`src/rtl/core/nfce_ram.sv`:
```
module nfce_ram #(
  parameter int WIDTH = 8,
  parameter int DEPTH = 16,
  parameter int AW    = $clog2(DEPTH)
) (
  input  logic             clk,
  input  logic             we,
  input  logic [AW-1:0]    waddr,
  input  logic [WIDTH-1:0] wdata,
  input  logic [AW-1:0]    raddr,
  output logic [WIDTH-1:0] rdata
);

  logic [WIDTH-1:0] mem [DEPTH];

  always_ff @(posedge clk) begin
    if (we) begin
      mem[waddr] <= wdata;
    end
    rdata <= mem[raddr];
  end

endmodule

```
`config.mk`:
```
export PLATFORM = sky130hd
export DESIGN_NAME = nfce_ram
export DESIGN_NICKNAME = d
export VERILOG_FILES = /design/src/rtl/core/nfce_ram.sv
export SDC_FILE = /design/constraint.sdc
export NUM_CORES = 1
export LEC_CHECK = 0
export BUFFER_PORTS_ARGS = -buffer_cell sky130_fd_sc_hd__buf_4
export CAP_MARGIN = 30
export CORE_MARGIN = 5
export CORE_UTILIZATION = 40
export DETAILED_ROUTE_END_ITERATION = 8
export HOLD_SLACK_MARGIN = 0.03
export SYNTH_ARGS = -nofsm -noshare
export SYNTH_HDL_FRONTEND = slang
export SYNTH_SLANG_ARGS = --single-unit
```
`constraint.sdc`:
```
create_clock -name clk -period 1.67 [get_ports clk]
set_input_delay 0.2505 -clock clk [delete_from_list [all_inputs] [get_ports clk]]
set_output_delay 0.2505 -clock clk [all_outputs]
set_load 0.02 [all_outputs]
```
-- After elaboration in Yosys (flattened, before gate mapping)
Memories as Yosys holds them, arrays and structs flattened. A register that Yosys moved wholly into a read port is not among the register bits.
Index checks and enable logic that the tools add are counted.
- mux-type cells: 2
- operators with widths (operator ; number):
    two-way mux 1 bit ; 2
- register bits: 0
- input bits: 18
- word-level logic and storage cells: 3
- output and inout bits: 8
- bits in writable memories: 128
- memories: 1
- memory list (name ; depth ; width ; read ports ; clocked after memory_dff ; wr ports ; line ; text):
    mem ; 16 ; 8 ; 1 ; 1 ; 1 ; 14 ; logic [WIDTH-1:0] mem [DEPTH];

-- Logic depth before layout (Yosys ltp)
- depth in word-level cells: 2
- mapped depth: 5
- gate-level depth less buffers: 3

-- Worst setup path before layout
No wires, ideal clock.
- path kind: input-to-reg
- start: input port waddr[2]
- end: memory mem[0][0] (enable)
- data required time: 1287 ps
- buffers on the path: 0
- data arrival time: 1360 ps
- setup time: 383 ps
- setup slack: -73 ps
- cell stages on the path: 2
- cells stage by stage: or3b_2 -> nor3_1
- RTL lines (what ; line ; text):
    from (decl) ; 8 ; input logic [AW-1:0] waddr,
    to (decl) ; 14 ;
Straight into the memory's write port.

==> impl_metrics.ini <==
[worst_hold_path]
whs_endpoint = mem[12][1]$_DFFE_PP_
hold_depth = 1
holdCritStartpoint = wdata[1]
hold_class = input port to register

[critical_path]
crit_buf_inv = 0
cpPeakStageDelay_ns = 0.50
critPathSlowestCell = mux4_2
worst_r2r_startpoint = mem[7][4]$_DFFE_PP_
cp.arrival_ns = 1.64
crit_type = register to register
r2r_setup_slack_ns = 0.32
path_cells = mux4_2 > a22oi_1 > nand2_1
rr_endpoint = rdata[4]$_DFF_P_
required_ns = 1.96
start_kind = register
worstPathMaxFanout = 1
cp_top_family = multiplexers
end_kind = register
rr_worst_depth = 3

[routing]
avgRoutedWirePerCell_um = 20.7
drc = 0
drtIter0Drc = 171
wl_um = 9800
vias = 2397
viasPerCell = 5.07
first_pass_iters = 4
ant_nets = 0

[run_status]
status = complete, no violations

[synth]
synth_cell_types = 19
synth_area_sq_um = 5150
synth.ff_latch_count = 136
synth_common_cells = edfxtp_1, mux4_2, a22oi_1, mux4_1, nor2_1
synth-edff-count = 128
synth_top_area_share_pct = 74.7
postSynthAreaPerCell_sq_um = 22.5
yosys.area.top_type = edfxtp_1
syn_inst = 229
yosysSeqAreaShare_pct = 77.8
synthArstFlopShare_pct = 0
synth.top_cells.by_area = edfxtp_1, mux4_2, mux4_1
synth.most_common_cell = edfxtp_1
syn_nets = 247
yosys_warnings = 0
synth_ff_type = edfxtp_1

[cts]
clk_latency_ns = 0.41
cts_root_buffer = clkbuf_16
cts_setup_buffers = 0
cts_resized = 0
cts_hold_buf = 0
cts_tree = done
clk_pin_slew_ns = 0.05
numCtsBuffers = 17
clkSinkCount = 136
ctsLongestPathBuffers = 2
cts_htree_levels = 4

[floorplan]
rows = 41
start_util_pct = 40.8
ios = 26
die_w_um = 123
die_area_sq_um = 15200
core_area_sq_um = 12600
die_h_um = 123

[timing]
fin_setup_tns_ns = 0
final-setup-viol-count = 0
timing.slew.headroom_pct = 73.9
rsz0062_at_grt = no
tightest_slew_ns = 0.391
period_needed_ns = 1.35
maxSlewViolCount = 0
fin_worst_skew_ns = 0.00523
layout_setup_ws_ns = 0.323
hold_viol_final = 0
min_period_over_period_pct = 80.7
max_freq_mhz = 742

[global_routing]
grtUsageTotal_pct = 14.5
grt_pass1_wl_um = 15100
antenna_found_initial = 0
grt_pass1_vias = 2512
grt_max_degree = 25
overflow = 0

[power]
p_comb_share_pct = 5.2
p_int_w = 0.00647
p_switching_w = 0.00154
p_per_area_nw_per_um2 = 1270
clkPwrFrac_pct = 46.9
vdd_ir_drop_max_uv = 749
p_leak_nw = 2.16
p_seq_share_pct = 48.0
switching_share_pct = 19.2

[final_layout]
diodes = 0
postLayoutCellArea_sq_um = 6310
drive_gt1_share_pct = 32.6
fin_nets = 306
fin_cells = 473
syn2layout_area_growth_pct = 22.6

[placed_design]
numPortBuffers = 25
place_area_sq_um = 5710
placed_cells = 441
place_ws_ns = 0.00560
dp_hpwl_um = 6350
routabilityCongestion = 0.740

[run]
maxCapViolCount = 0
-- through the flow --
stage | hold WS, ns | total power [W] | util [%]
floorplan | 0.349 | 0.00413 | -
global route | 0.140 | 0.00828 | 50.0
CTS | 0.133 | 0.00808 | 50.0
finish | 0.147 | 0.00801 | 50.0
global placement | 0.556 | 0.00433 | 45.2
detailed placement | 0.568 | 0.00434 | 45.2
-- how the worst max path moves through the flow --
stage | from | endpoint | slack [ns] | depth (start not counted)
6_report | mem[7][4]$_DFFE_PP_ | rdata[4]$_DFF_P_ | 0.32 | 3
3_5_place_dp | raddr[0] | rdata[3]$_DFF_P_ | 0.006 | 5
3_3_place_gp | raddr[0] | rdata[3]$_DFF_P_ | 0.02 | 5
4_1_cts | mem[10][3]$_DFFE_PP_ | rdata[3]$_DFF_P_ | 0.31 | 3
2_1_floorplan | waddr[2] | mem[3][0]$_DFFE_PP_ | 0.15 | 2
5_1_grt | mem[1][5]$_DFFE_PP_ | rdata[5]$_DFF_P_ | 0.23 | 3
-- placed cells by master (no fill, tap or decap) --
| cell | instances |
|---|---|
| edfxtp_1 | 128 |
| mux4_2 | 18 |
| buf_12 | 4 |
| nor3_2 | 1 |
| nor2b_1 | 1 |
| bufinv_16 | 3 |
| clkinv_2 | 3 |
| nand2b_1 | 2 |
| nor2_1 | 13 |
| clkinvlp_4 | 2 |
| clkbuf_1 | 4 |
| and2_1 | 1 |
| nand2_1 | 9 |
| mux4_1 | 14 |
| nand3b_1 | 2 |
| clkbuf_8 | 3 |
| clkbuf_16 | 17 |
| nand3_1 | 1 |
| and2b_1 | 1 |
| or3b_2 | 1 |
| dfxtp_1 | 8 |
| a22oi_1 | 16 |
| buf_4 | 46 |
| nor3_1 | 3 |
-- power by group through the flow --
stage	combinational, W	clock [W]	sequential, W
3_3_place_gp	0.000417	0	0.00391
4_1_cts	0.000427	0.00381	0.00384
5_1_grt	0.000452	0.00398	0.00385
2_1_floorplan	0.000194	0	0.00393
6_report	0.000415	0.00375	0.00384
3_5_place_dp	0.000426	0	0.00391
-- worst reg2reg max path, stage by stage, from the launching register on --
cell and delay (ns):
edfxtp_1 0.36, mux4_2 0.50, a22oi_1 0.28, nand2_1 0.09
-- metal layers --
| layer | routed length [um] | GRT usage [%] |
|---|---|---|
| met5 | 0 | 0 |
| met4 | 168 | 6.02 |
| met3 | 469 | 5.58 |
| met2 | 4690 | 21.8 |
| met1 | 4470 | 18.9 |
-- flip-flops by register name (all words and copies together), names as in the netlist --
| name | flops |
|---|---|
| rdata | 8 |
| mem | 128 |
-- cell families after synthesis --
group / after synthesis / synth area share, %
simple gates: 35 / 3.18
flops: 136 / 77.8
mux: 32 / 15.0
compound gates: 16 / 2.33
buf+inv: 10 / 1.68
-- layout make-up --
class                      count  area (sq um)
sequential                   136          4000
timing repair buffer          50           425
fill                        1048          6310
tap                          172           215
clock inverter                 8           120
multi-input combinational     83          1060
clock buffer                  24           482
(Power assumes the default switching activity.)
